`src/rtl/hnf_pkg.sv`:
```
// Package for the haversine nearest/farthest tracker.
// Constants, job and control types, arctangent table. No dependencies.
`default_nettype none
package hnf_pkg;
    localparam int MAX_SITES    = 1024;
    localparam int CNT_W        = $clog2(MAX_SITES);
    localparam int NUM_W        = 10;
    localparam int DIST_W       = 22;
    localparam int CORDIC_STEPS = 24;
    localparam int IDX_W        = 5;
    localparam int CW           = 34;

    localparam logic [31:0] PI30        = 32'd3373259426;
    localparam logic [31:0] CORDIC_GAIN = 32'h26DD3B6A;
    localparam logic [31:0] HALF_PI30   = 32'h6487ED51;
    localparam logic [30:0] ONE30       = 31'h4000_0000;
    localparam logic [DIST_W-1:0] DIST_MAX = 22'd2573400;

    typedef struct packed {
        logic [27:0] dlat;
        logic [27:0] dlon;
        logic [27:0] alat1;
        logic [27:0] alat2;
        logic        last;
    } t_job;

    typedef struct packed {
        logic start;
        logic vector_mode;
    } t_cordic_ctl;

    function automatic logic [31:0] atan_q30(input logic [IDX_W-1:0] i);
        logic [31:0] v;
        case (i)
            5'd0:  v = 32'h3243F6A8;
            5'd1:  v = 32'h1DAC6705;
            5'd2:  v = 32'h0FADBAFC;
            5'd3:  v = 32'h07F56EA6;
            5'd4:  v = 32'h03FEAB76;
            5'd5:  v = 32'h01FFD55B;
            5'd6:  v = 32'h00FFFAAA;
            5'd7:  v = 32'h007FFF55;
            5'd8:  v = 32'h003FFFEA;
            5'd9:  v = 32'h001FFFFD;
            5'd10: v = 32'h000FFFFF;
            5'd11: v = 32'h0007FFFF;
            5'd12: v = 32'h0003FFFF;
            5'd13: v = 32'h0001FFFF;
            5'd14: v = 32'h0000FFFF;
            5'd15: v = 32'h00007FFF;
            5'd16: v = 32'h00003FFF;
            5'd17: v = 32'h00001FFF;
            5'd18: v = 32'h00000FFF;
            5'd19: v = 32'h000007FF;
            5'd20: v = 32'h000003FF;
            5'd21: v = 32'h000001FF;
            5'd22: v = 32'h000000FF;
            5'd23: v = 32'h0000007F;
            5'd24: v = 32'h0000003F;
            5'd25: v = 32'h0000001F;
            5'd26: v = 32'h0000000F;
            5'd27: v = 32'h00000008;
            5'd28: v = 32'h00000004;
            5'd29: v = 32'h00000002;
            5'd30: v = 32'h00000001;
            default: v = 32'h00000000;
        endcase
        return v;
    endfunction
endpackage
`default_nettype wire

```
`src/rtl/hnf_fifo.sv`:
```
// Two-entry job queue between front and back.
// Depends on hnf_pkg.
`default_nettype none
module hnf_fifo (
    input  wire logic          i_clk,
    input  wire logic          i_rst_n,
    input  wire logic          i_push,
    input  hnf_pkg::t_job      i_job,
    output logic               o_full,
    input  wire logic          i_pop,
    output logic               o_nempty,
    output hnf_pkg::t_job      o_job
);
    import hnf_pkg::*;

    t_job       r_mem [2];
    logic       r_wp, r_rp;
    logic [1:0] r_cnt;

    assign o_full   = (r_cnt == 2'd2);
    assign o_nempty = (r_cnt != 2'd0);
    assign o_job    = r_mem[r_rp];

    always_ff @(posedge i_clk) begin
        if (i_push) r_mem[r_wp] <= i_job;
    end

    always_ff @(posedge i_clk) begin
        if (!i_rst_n) begin
            r_wp  <= 1'b0;
            r_rp  <= 1'b0;
            r_cnt <= 2'd0;
        end else begin
            if (i_push) r_wp <= ~r_wp;
            if (i_pop)  r_rp <= ~r_rp;
            r_cnt <= r_cnt + 2'(i_push) - 2'(i_pop);
        end
    end
endmodule
`default_nettype wire

```
`config.mk`:
```
export PLATFORM = sky130hd
export DESIGN_NAME = hnf_fifo
export DESIGN_NICKNAME = d
export VERILOG_FILES = /design/src/rtl/hnf_pkg.sv /design/src/rtl/hnf_fifo.sv
export SDC_FILE = /design/constraint.sdc
export NUM_CORES = 1
export LEC_CHECK = 0
export ABC_AREA = 1
export BUFFER_PORTS_ARGS = -buffer_cell sky130_fd_sc_hd__buf_2
export CAP_MARGIN = 10
export CORE_ASPECT_RATIO = 1.1
export CORE_UTILIZATION = 49
export CTS_BUF_LIST = sky130_fd_sc_hd__clkbuf_2
export CTS_CLUSTER_SIZE = 12
export DETAILED_ROUTE_END_ITERATION = 8
export PLACE_DENSITY = 0.84
export SYNTH_ARGS = -nofsm -noshare
export SYNTH_HDL_FRONTEND = slang
export SYNTH_SLANG_ARGS = --single-unit
```
`constraint.sdc`:
```
create_clock -name i_clk -period 5.75 [get_ports i_clk]
set_input_delay 0.2875 -clock i_clk [delete_from_list [all_inputs] [get_ports i_clk]]
set_output_delay 0.2875 -clock i_clk [all_outputs]
set_load 0.05 [all_outputs]
```
---- Yosys cells after proc, flatten, opt, wreduce, memory -nomap -nowiden ----
Memories as Yosys holds them, arrays and structs flattened. A register that Yosys moved wholly into a read port is not among the register bits.
Cells that the tools add are included.
Widths: inputs -> output; s select.
word-level totals
  memories ................................ 1
  register bits ........................... 4
  output and inout port bits .............. 115
  bits in latches ......................... 0
  input port bits ......................... 117
  ROM bits ................................ 0
  memory bits (writable) .................. 226
memories
  memory  depth  width  rd ports  clocked after memory_dff  write ports  line            RTL
  r_mem   2      113    1         1                         1            hnf_fifo.sv:16  t_job r_mem [2];
operators by class
  eq/ne operators ......................... 1
  reduce and logical (&&, ||, !) cells .... 1
  div/mod/pow operators ................... 0
  bitwise logic cells ..................... 2
  add/sub/neg operators ................... 2
  order comparisons ....................... 0
  multiply operators ...................... 0
  multiplexer cells ....................... 4
  shift-type cells ........................ 0
operator list
  kind                number
  $mux 1              4
  $add 2x1->2         1
  $eq 2x2->1 const B  1
  $not 1->1           2
  $reduce_bool 2->1   1
  $sub 2x1->2         1

---- Logic depth before layout (Yosys ltp) ----
  word-level depth ........................ 3
  gate-level depth with buffers ........... 9

---- Least setup slack after synthesis ----
OpenSTA, ideal clock, no wires.
  kind .................................... in2reg
  from .................................... input i_push
  to ...................................... memory r_mem[0][0] (netlist name) (enable)
  stages on the path ...................... 2
  slack ................................... 0.105 ns
  arrival ................................. 5.056 ns
  library setup time ...................... 0.589 ns
  cell sequence ........................... inv_1 -> nor2_1
on the way
  cells in the longest elaborated chain, start to end .. 2
RTL lines
  what                          line            RTL
  from (decl)                   hnf_fifo.sv:7   input wire logic i_push,
  $mux 1                        hnf_fifo.sv:25  if (i_push) r_mem[r_wp] <= i_job;
  $mux 1 (not written as such)  hnf_fifo.sv:25
  to (decl)                     hnf_fifo.sv:16
No other way between the ends.

==> metrics.txt <==
max-slew violations=0; Mean Syn Cell Area=22.5 sq um; Post-Place Cell Area=0.0101 sq mm; Final Instance Area=0.0117 sq mm; CTS clk-pin slew, worst paths=0.11 ns; initial antenna violation count=2; Post-Synthesis Cells=385; wire per inst=17.4 um; vias in the first global route=5546; Final HPWL DP=10300 um; Tot GR Track Use=0.201; Worst EP required=5.46 ns; pin count of the biggest net entering global routing=80; DR iter-0 viols=237; final cell count without fillers=1055; Fin. Hold Viols=0; Fmax=319 MHz; FF/Latch Area=0.00689 sq mm; pwr dens=311 mW/mm^2; H-tree levels=2; Final setup viols=0; Max Cap Viol=0; outcome=complete, no violations; Fillers=1126; Area Growth Syn to Fin=35.0%; maximum buffer depth of the clock tree=3; kind of end point of the critical path=output port; area of the multi-input gates=0.00164 sq mm; Synth Net Count=504; Vias=5013; fraction of layout cells with a size suffix above 1=0.523; die area=0.0182 sq mm; post-CTS setup buffers=0; GP Congestion=0.697; skew final=0.0517 ns; fin crit share=0.545; final net count=898; Setup WS post-layout=2.62 ns; Routed Antenna Nets=0; worst vdd ir=0.000178 V; Pleak=4.72 nW; RSZ-0062 raised after global routing=no; relative slew slack=0.299; Hold WS=0.233 ns; Placement Setup Slack=3.33 ns; sequential area share after synthesis=0.794; Critical Path AT=2.84 ns; #FFs+latches synth=231; setup TNS=0 ns; chip height=142 um; Synth cell types=13; DR pass1 iterations=4; Worst Max-Slew Pin Slew=1.05 ns; Ys Warns=0; startpoint types=register; Vias/cell=4.75; Die X-Extent=129 um; worst skew pair latency=0.77 ns; site row count=50; total CTS buffers=53; routed wire length=18400 um; Initial Util=0.506; min-delay worst type=input pin to register; DRC viols=0; Post-Syn Area=0.00867 sq mm; core area=0.0171 sq mm; Tmin final=3.13 ns; Root Driver=clkbuf_2; number of top-level pins=232; TritonCTS clock tree=built; crit-path max FO=42; Overflow after GRT=0; dpl cells=841; first-pass GRT wire length=27700 um; PortBufs=231; crit path kind=register to output port; Clock Sinks=231
==> registers in the layout, summed over array words and instances (netlist names), named ones only <==
| name | cells |
|---|---|
| r_mem | 226 |
| r_cnt | 2 |
| r_rp | 1 |
| r_wp | 1 |
==> synth_stat cells <==
| master | instances | area [sq um] |
|---|---|---|
| buf_8 | 1 | 15.0 |
| inv_1 | 7 | 26.3 |
| buf_6 | 8 | 90.1 |
| a21oi_1 | 1 | 5.00 |
| mux2_4 | 70 | 1050 |
| ha_1 | 2 | 25.0 |
| nand3_1 | 1 | 5.00 |
| buf_2 | 4 | 20.0 |
| nand2_1 | 9 | 33.8 |
| nor2_1 | 8 | 30.0 |
| mux2_2 | 43 | 484 |
| edfxtp_1 | 226 | 6790 |
| dfxtp_1 | 5 | 100 |
==> final timing paths <==
check                                       start                      to  slack (ns)  cells past startpoint
worst max-delay path                     register               o_job[10]        2.62                      3
worst min-delay path                    i_job[82]  r_mem[0][82]$_DFFE_PP_        0.23                      2
worst max register to register  r_wp$_SDFFE_PN0P_  r_mem[1][20]$_DFFE_PP_        3.46                      3
worst min register to register  r_rp$_SDFFE_PN0P_       r_rp$_SDFFE_PN0P_        0.51                      2
==> timing repair <==
action / CTS / global route
hold buffers: 117 / 0
gates resized for setup: 0 / 0
endpoints found under the hold margin: 231 / 0
==> area by class of cell <==
| class | count | share of cell area |
|---|---|---|
| Clock buffer | 74 | 0.0316 |
| Antenna cell | 3 | 0.000641 |
| Timing Repair Buffer | 352 | 0.202 |
| Inverter | 7 | 0.00246 |
| Sequential cell | 231 | 0.589 |
| Multi-Input combinational cell | 134 | 0.140 |
| Tap cell | 234 | 0.0250 |
| Clock inverter | 20 | 0.00908 |
==> stage by stage <==
step                      total power (W)  utilization
after global routing              0.00380        0.683
after detailed placement          0.00261        0.586
after floorplan                   0.00247            -
final                             0.00364        0.683
after global placement            0.00259        0.586
after CTS                         0.00365        0.683
==> where the power goes <==
part | internal [W] | switching [W]
registers | 0.00195 | 0.0000340
clock network | 0.000392 | 0.000603
logic | 0.000235 | 0.000426
total | 0.00257 | 0.00106
==> per-layer routing <==
layer,vias up,track usage,share of wire
li1,2337,-,-
met1,2405,0.214,0.37
met2,225,0.364,0.52
met3,46,0.0683,0.084
met4,0,0.0799,0.024
met5,-,0,0
==> cell usage in the layout, fill, tap and decap left out <==
master / Yosys / routed
buf_2: 4 / 231
edfxtp_1: 226 / 226
dlygate4sd3_1: 0 / 117
clkbuf_2: 0 / 74
mux2_4: 70 / 70
mux2_2: 43 / 43
clkinv_1: 0 / 17
nand2_1: 9 / 9
nor2_1: 8 / 7
inv_1: 7 / 6
dfxtp_1: 5 / 4
diode_2: 0 / 3
buf_4: 0 / 3
ha_1: 2 / 2
inv_4: 0 / 1
nor2_4: 0 / 1
a21oi_1: 1 / 1
nand3_1: 1 / 1
dfxtp_4: 0 / 1
bufinv_16: 0 / 1
clkinvlp_4: 0 / 1
clkinv_2: 0 / 1
buf_12: 0 / 1
==> kinds of logic after synthesis <==
group | after synthesis | synth area share
and+or+nand+nor | 18 | 0.00793
DFF | 231 | 0.794
AOI/OAI and AO/OA | 1 | 0.000577
buffers and inverters | 20 | 0.0175
adders and majority gates | 2 | 0.00289
muxes | 113 | 0.177
==> worst max-delay path, cell delays in order, from the launching register on <==
cell,delay (ns)
dfxtp_4,0.78
buf_4,0.68
mux2_2,0.42
buf_2,0.21
Power figures use the tool's default switching activity.
