File: src/rtl/hnf_pkg.sv
// Package for the haversine nearest/farthest tracker.
// Constants, job and control types, arctangent table. No dependencies.
`default_nettype none
package hnf_pkg;
    localparam int MAX_SITES    = 1024;
    localparam int CNT_W        = $clog2(MAX_SITES);
    localparam int NUM_W        = 10;
    localparam int DIST_W       = 22;
    localparam int CORDIC_STEPS = 24;
    localparam int IDX_W        = 5;
    localparam int CW           = 34;

    localparam logic [31:0] PI30        = 32'd3373259426;
    localparam logic [31:0] CORDIC_GAIN = 32'h26DD3B6A;
    localparam logic [31:0] HALF_PI30   = 32'h6487ED51;
    localparam logic [30:0] ONE30       = 31'h4000_0000;
    localparam logic [DIST_W-1:0] DIST_MAX = 22'd2573400;

    typedef struct packed {
        logic [27:0] dlat;
        logic [27:0] dlon;
        logic [27:0] alat1;
        logic [27:0] alat2;
        logic        last;
    } t_job;

    typedef struct packed {
        logic start;
        logic vector_mode;
    } t_cordic_ctl;

    function automatic logic [31:0] atan_q30(input logic [IDX_W-1:0] i);
        logic [31:0] v;
        case (i)
            5'd0:  v = 32'h3243F6A8;
            5'd1:  v = 32'h1DAC6705;
            5'd2:  v = 32'h0FADBAFC;
            5'd3:  v = 32'h07F56EA6;
            5'd4:  v = 32'h03FEAB76;
            5'd5:  v = 32'h01FFD55B;
            5'd6:  v = 32'h00FFFAAA;
            5'd7:  v = 32'h007FFF55;
            5'd8:  v = 32'h003FFFEA;
            5'd9:  v = 32'h001FFFFD;
            5'd10: v = 32'h000FFFFF;
            5'd11: v = 32'h0007FFFF;
            5'd12: v = 32'h0003FFFF;
            5'd13: v = 32'h0001FFFF;
            5'd14: v = 32'h0000FFFF;
            5'd15: v = 32'h00007FFF;
            5'd16: v = 32'h00003FFF;
            5'd17: v = 32'h00001FFF;
            5'd18: v = 32'h00000FFF;
            5'd19: v = 32'h000007FF;
            5'd20: v = 32'h000003FF;
            5'd21: v = 32'h000001FF;
            5'd22: v = 32'h000000FF;
            5'd23: v = 32'h0000007F;
            5'd24: v = 32'h0000003F;
            5'd25: v = 32'h0000001F;
            5'd26: v = 32'h0000000F;
            5'd27: v = 32'h00000008;
            5'd28: v = 32'h00000004;
            5'd29: v = 32'h00000002;
            5'd30: v = 32'h00000001;
            default: v = 32'h00000000;
        endcase
        return v;
    endfunction
endpackage
`default_nettype wire

File: src/rtl/hnf_front.sv
// Front end: clamps coordinates and forms the angle differences of one site.
// Depends on hnf_pkg.
`default_nettype none
module hnf_front (
    input  wire logic signed [27:0] i_site_latitude,
    input  wire logic signed [28:0] i_site_longitude,
    input  wire logic               i_final_site,
    input  wire logic signed [27:0] i_origin_latitude,
    input  wire logic signed [28:0] i_origin_longitude,
    output hnf_pkg::t_job           o_job
);
    import hnf_pkg::*;

    localparam logic signed [29:0] LAT_LIM = 30'sd90000000;
    localparam logic signed [29:0] LON_LIM = 30'sd180000000;
    localparam logic [28:0] LON_TURN = 29'd360000000;
    localparam logic [28:0] LON_HALF = 29'd180000000;

    function automatic logic signed [29:0] clamp_lim(input logic signed [29:0] v,
                                                     input logic signed [29:0] lim);
        logic signed [29:0] r;
        if (v > lim) r = lim;
        else if (v < -lim) r = -lim;
        else r = v;
        return r;
    endfunction

    logic signed [29:0] lat1, lat2, lon1, lon2, dla, dlo;
    logic [28:0] ulo;

    always_comb begin
        lat1 = clamp_lim(30'(i_origin_latitude), LAT_LIM);
        lat2 = clamp_lim(30'(i_site_latitude), LAT_LIM);
        lon1 = clamp_lim(30'(i_origin_longitude), LON_LIM);
        lon2 = clamp_lim(30'(i_site_longitude), LON_LIM);
        dla  = lat1 - lat2;
        dlo  = lon1 - lon2;
        ulo  = 29'(dlo < 0 ? -dlo : dlo);
        if (ulo > LON_HALF) ulo = LON_TURN - ulo;
        o_job.dlat  = 28'(dla < 0 ? -dla : dla);
        o_job.dlon  = 28'(ulo);
        o_job.alat1 = 28'(lat1 < 0 ? -lat1 : lat1);
        o_job.alat2 = 28'(lat2 < 0 ? -lat2 : lat2);
        o_job.last  = i_final_site;
    end
endmodule
`default_nettype wire

File: config.mk
export PLATFORM = sky130hd
export DESIGN_NAME = hnf_front
export DESIGN_NICKNAME = d
export VERILOG_FILES = /design/src/rtl/hnf_pkg.sv /design/src/rtl/hnf_front.sv
export SDC_FILE = /design/constraint.sdc
export NUM_CORES = 1
export LEC_CHECK = 0
export ABC_AREA = 0
export BUFFER_PORTS_ARGS = -buffer_cell sky130_fd_sc_hd__buf_4
export CORE_MARGIN = 2
export CORE_UTILIZATION = 45
export DETAILED_ROUTE_END_ITERATION = 16
export PLACE_DENSITY = 0.69
export SLEW_MARGIN = 20
export SYNTH_ARGS = -nofsm -noshare
export SYNTH_HDL_FRONTEND = slang
export SYNTH_SLANG_ARGS = --single-unit
File: constraint.sdc
create_clock -name vclk -period 25.2
set_clock_uncertainty 0.1 [all_clocks]
set_input_delay 5.04 -clock vclk [all_inputs]
set_output_delay 5.04 -clock vclk [all_outputs]
set_load 0.02 [all_outputs]
# Word level (Yosys, flattened, before mapping)
# Index checks and enable logic that the tools add are counted.
# totals
register_bits	0
output_inout_bits	113
elab_cells	33
# op_classes
add_sub_neg	7
magnitude_cmp	13
muxes	13
# ops
operator	count
30-bit two-way mux	8
30-bit by 1-bit less-than comparator with 1-bit output (second input constant)	4
28-bit two-way mux	4
28-bit negator	3
30-bit subtractor	2
29-bit > comparator (second input constant)	2
29-bit less-than comparator (second input constant)	2
28-bit > comparator (second input constant)	2
28-bit less-than comparator (second input constant)	2
29-bit by 28-bit > comparator with 1-bit output (second input constant)	1
29-bit two-way mux	1
29-bit negator	1
27-bit by 28-bit subtractor with 28-bit output (first input constant)	1

# Logic depth before layout (Yosys ltp)
# logic_depth
ltp_word	8
mapped_depth	33

# Worst setup path before layout
# Ideal clock, no wire load.
# synth_path
kind	input -> output
from	input i_site_longitude[8]
to	output o_job[62] (netlist bit)
arrival_time_ns	11.692
path_slack_ns	8.368
cell_stages	29
path_cell_list	a21o_1 > a21oi_1 > nor2_1 > o21a_1 > o21ai_0 > nand2_1 > a21o_1 > a21oi_1 > nor2b_1 > o21ai_0 > ha_1 > nor2_1 > nand2_1 > fa_1 > a211o_1 > a211o_1 > a2111o_1 > and2_4 > xor2_2 > or4_1 > buf_2 > or4_4 > o211ai_2 > o221a_1 > o21a_1 > a311oi_4 > buf_6 > a311oi_1 > nor4bb_1
# synth_lines
item	line_no	text
start: declaration	hnf_front.sv:6	input wire logic signed [28:0] i_site_longitude,
end: declaration	hnf_front.sv:10	output hnf_pkg::t_job o_job

==> impl_metrics.env <==
export IMPL_cap_violations=0
export IMPL_drtAntennaViolNets=0
export IMPL_cts_resized=0
export IMPL_std_cell_rows=53
export IMPL_fin_crit_sh_pct=71.6
export IMPL_grtUsageTotal_pct=32.1
export IMPL_antenna_found_initial=0
export IMPL_tightest_slew_ns=0.961
export IMPL_syn_num_nets=1690
export IMPL_seq_area_frac_synth_pct=0
export IMPL_routed_wl_um=37500
export IMPL_drv_slew=0
export IMPL_ys_types=91
export IMPL_stdcell_count=1945
export IMPL_via_count=12397
export IMPL_final_hold_violation_count=0
export IMPL_nFlopsAndLatches=0
export IMPL_required_ns=20.06
export IMPL_clock_buffers=0
export IMPL_syn_avg_cell_area_sq_um=6.39
export IMPL_first_iter_violations=910
export IMPL_yosysWarningCount=0
export IMPL_path_depth=32
export IMPL_grt_max_degree=37
export IMPL_syn_cell_area_sq_um=9630
export IMPL_endpoint_kind="output pin"
export IMPL_setup_worst_path_start_class="primary input"
export IMPL_p_total_uw=1040
export IMPL_outcome="finished, final reports clean"
export IMPL_peakVddDrop_v=0.0000570
export IMPL_area_sequential_sq_um=0
export IMPL_fmax_ghz=0.0555
export IMPL_relSlewSlack_pct=36.0
export IMPL_finalSetupViolCount=0
export IMPL_routedWlPerCell_um=19.3
export IMPL_syn2layout_area_growth_pct=18.8
export IMPL_synth_compound_area_share_pct=37.5
export IMPL_grt_setup_unrepaired="no"
export IMPL_crit_buf_inv=5
export IMPL_timing_final_ws_setup_ns=7.17
export IMPL_cts_hold_buf=0
export IMPL_dr_pass1_iters=5
export IMPL_cp_max_fo=32
export IMPL_ios=228
export IMPL_port_buffers=226
export IMPL_fin_crit_ns=18.03
export IMPL_via_per_inst=6.37
export IMPL_path_delay_family="compound AO/OA/AOI/OAI gates"
export IMPL_worstPathArrival_ns=12.89
export IMPL_synth_simple_gate_area_share_pct=33.3
export IMPL_core_area_sq_um=21000
export IMPL_start_util_pct=45.8
export IMPL_slowest_delay_ns=0.67
export IMPL_crit_end="o_job[75]"
export IMPL_final_common_cell="buf_4"
export IMPL_overflow=0
export IMPL_netlist_instances=1507
export IMPL_nNetsFinal=1855
export IMPL_critPathKind="in -> out"
export IMPL_synth_top_family_by_area="compound AO/OA/AOI/OAI gates"
export IMPL_grt_pass1_wl_um=59900
export IMPL_die_h_um=150
export IMPL_dp_cells=1945
export IMPL_fin_util_pct=54.4
export IMPL_synthAdderAreaFrac_pct=8.99
export IMPL_crit_start="i_site_longitude[8]"
export IMPL_pre_cts_ws_ns=7.25
export IMPL_grt_pass1_vias=11290
export IMPL_dieArea_sq_um=22600
export IMPL_final_cell_mix="buf_4 (234), nor2_1 (143), a21oi_1 (143)"
export IMPL_hpwl_um=31500
export IMPL_num_antenna_cells=0
export IMPL_crit_slowest_cell="a2111oi_4"
export IMPL_post_route_cells_drive_above_1_share_pct=17.1
export IMPL_leakagePower_uw=0.00480
export IMPL_hold_path_class="in -> out"
export IMPL_setup_tns_ns=0
export IMPL_powerDensity_nw_per_um2=90.9
export IMPL_place_gp_congestion=0.996
export IMPL_synth_xor_area_share_pct=13.6
export IMPL_die_w_um=150
export IMPL_drc_errors=0
export IMPL_synth_mux_area_share_pct=1.08
export IMPL_post_cts_buffers=0
==> stage by stage <==
stage | hold WS, ns | instance area, sq um
floorplan | 10.09 | 9630
global route | 9.98 | 11400
finish | 9.98 | 11400
detailed placement | 9.98 | 11400
global placement | 9.98 | 11400
CTS | 9.98 | 11400
==> power by group <==
| part | internal, uW | switching (uW) | leakage, uW |
|---|---|---|---|
| Clock | 0 | 0 | 0 |
| Sequential | 0 | 0 | 0 |
| Combinational | 411 | 629 | 0.00480 |
==> per-layer routing <==
metal	share of wire (%)	vias to the layer above	routed length, um	GRT usage [%]
li1	-	5982	-	-
met1	43	5794	16100	42.2
met2	47	553	17700	55.3
met3	7.3	68	2720	4.15
met4	2.8	0	1060	7.59
met5	0	-	0	0
==> cell usage after synthesis (21+ instances only) <==
cell type	instances	area [sq um]
a211oi_1	22	165
a21o_1	50	375
a21oi_1	145	726
a31oi_1	24	150
and2_1	32	200
clkbuf_1	53	199
ha_1	66	826
inv_1	56	210
nand2_1	121	454
nand2b_1	22	138
nand3_1	53	265
nor2_1	143	537
nor2b_1	21	131
nor3_1	61	305
nor4_1	24	150
o21a_1	27	203
o21ai_0	108	541
o31ai_1	21	158
or2_2	22	138
xnor2_1	96	841
xor2_1	50	438
==> area by class of cell <==
type                            count  area [sq um]
Fill cell                        2167          9580
Inverter                           59           221
Multi-Input combinational cell   1377          9120
Tap cell                          275           344
Timing Repair Buffer              234          1760
==> cell families after synthesis <==
| family | Yosys count |
|---|---|
| AOI/OAI and AO/OA | 535 |
| adders and majority gates | 68 |
| and+or+nand+nor | 616 |
| xor gates and xnor gates | 148 |
| buffers and inverters | 130 |
| muxes | 10 |
==> how the worst min path moves through the flow <==
stage,startpoint,endpoint,cells after the start
2_1_floorplan,i_final_site,o_job[0],1
3_3_place_gp,i_final_site,o_job[0],0
3_5_place_dp,i_final_site,o_job[0],0
4_1_cts,i_final_site,o_job[0],0
5_1_grt,i_final_site,o_job[0],0
6_report,i_final_site,o_job[0],0
(Power assumes the default switching activity.)
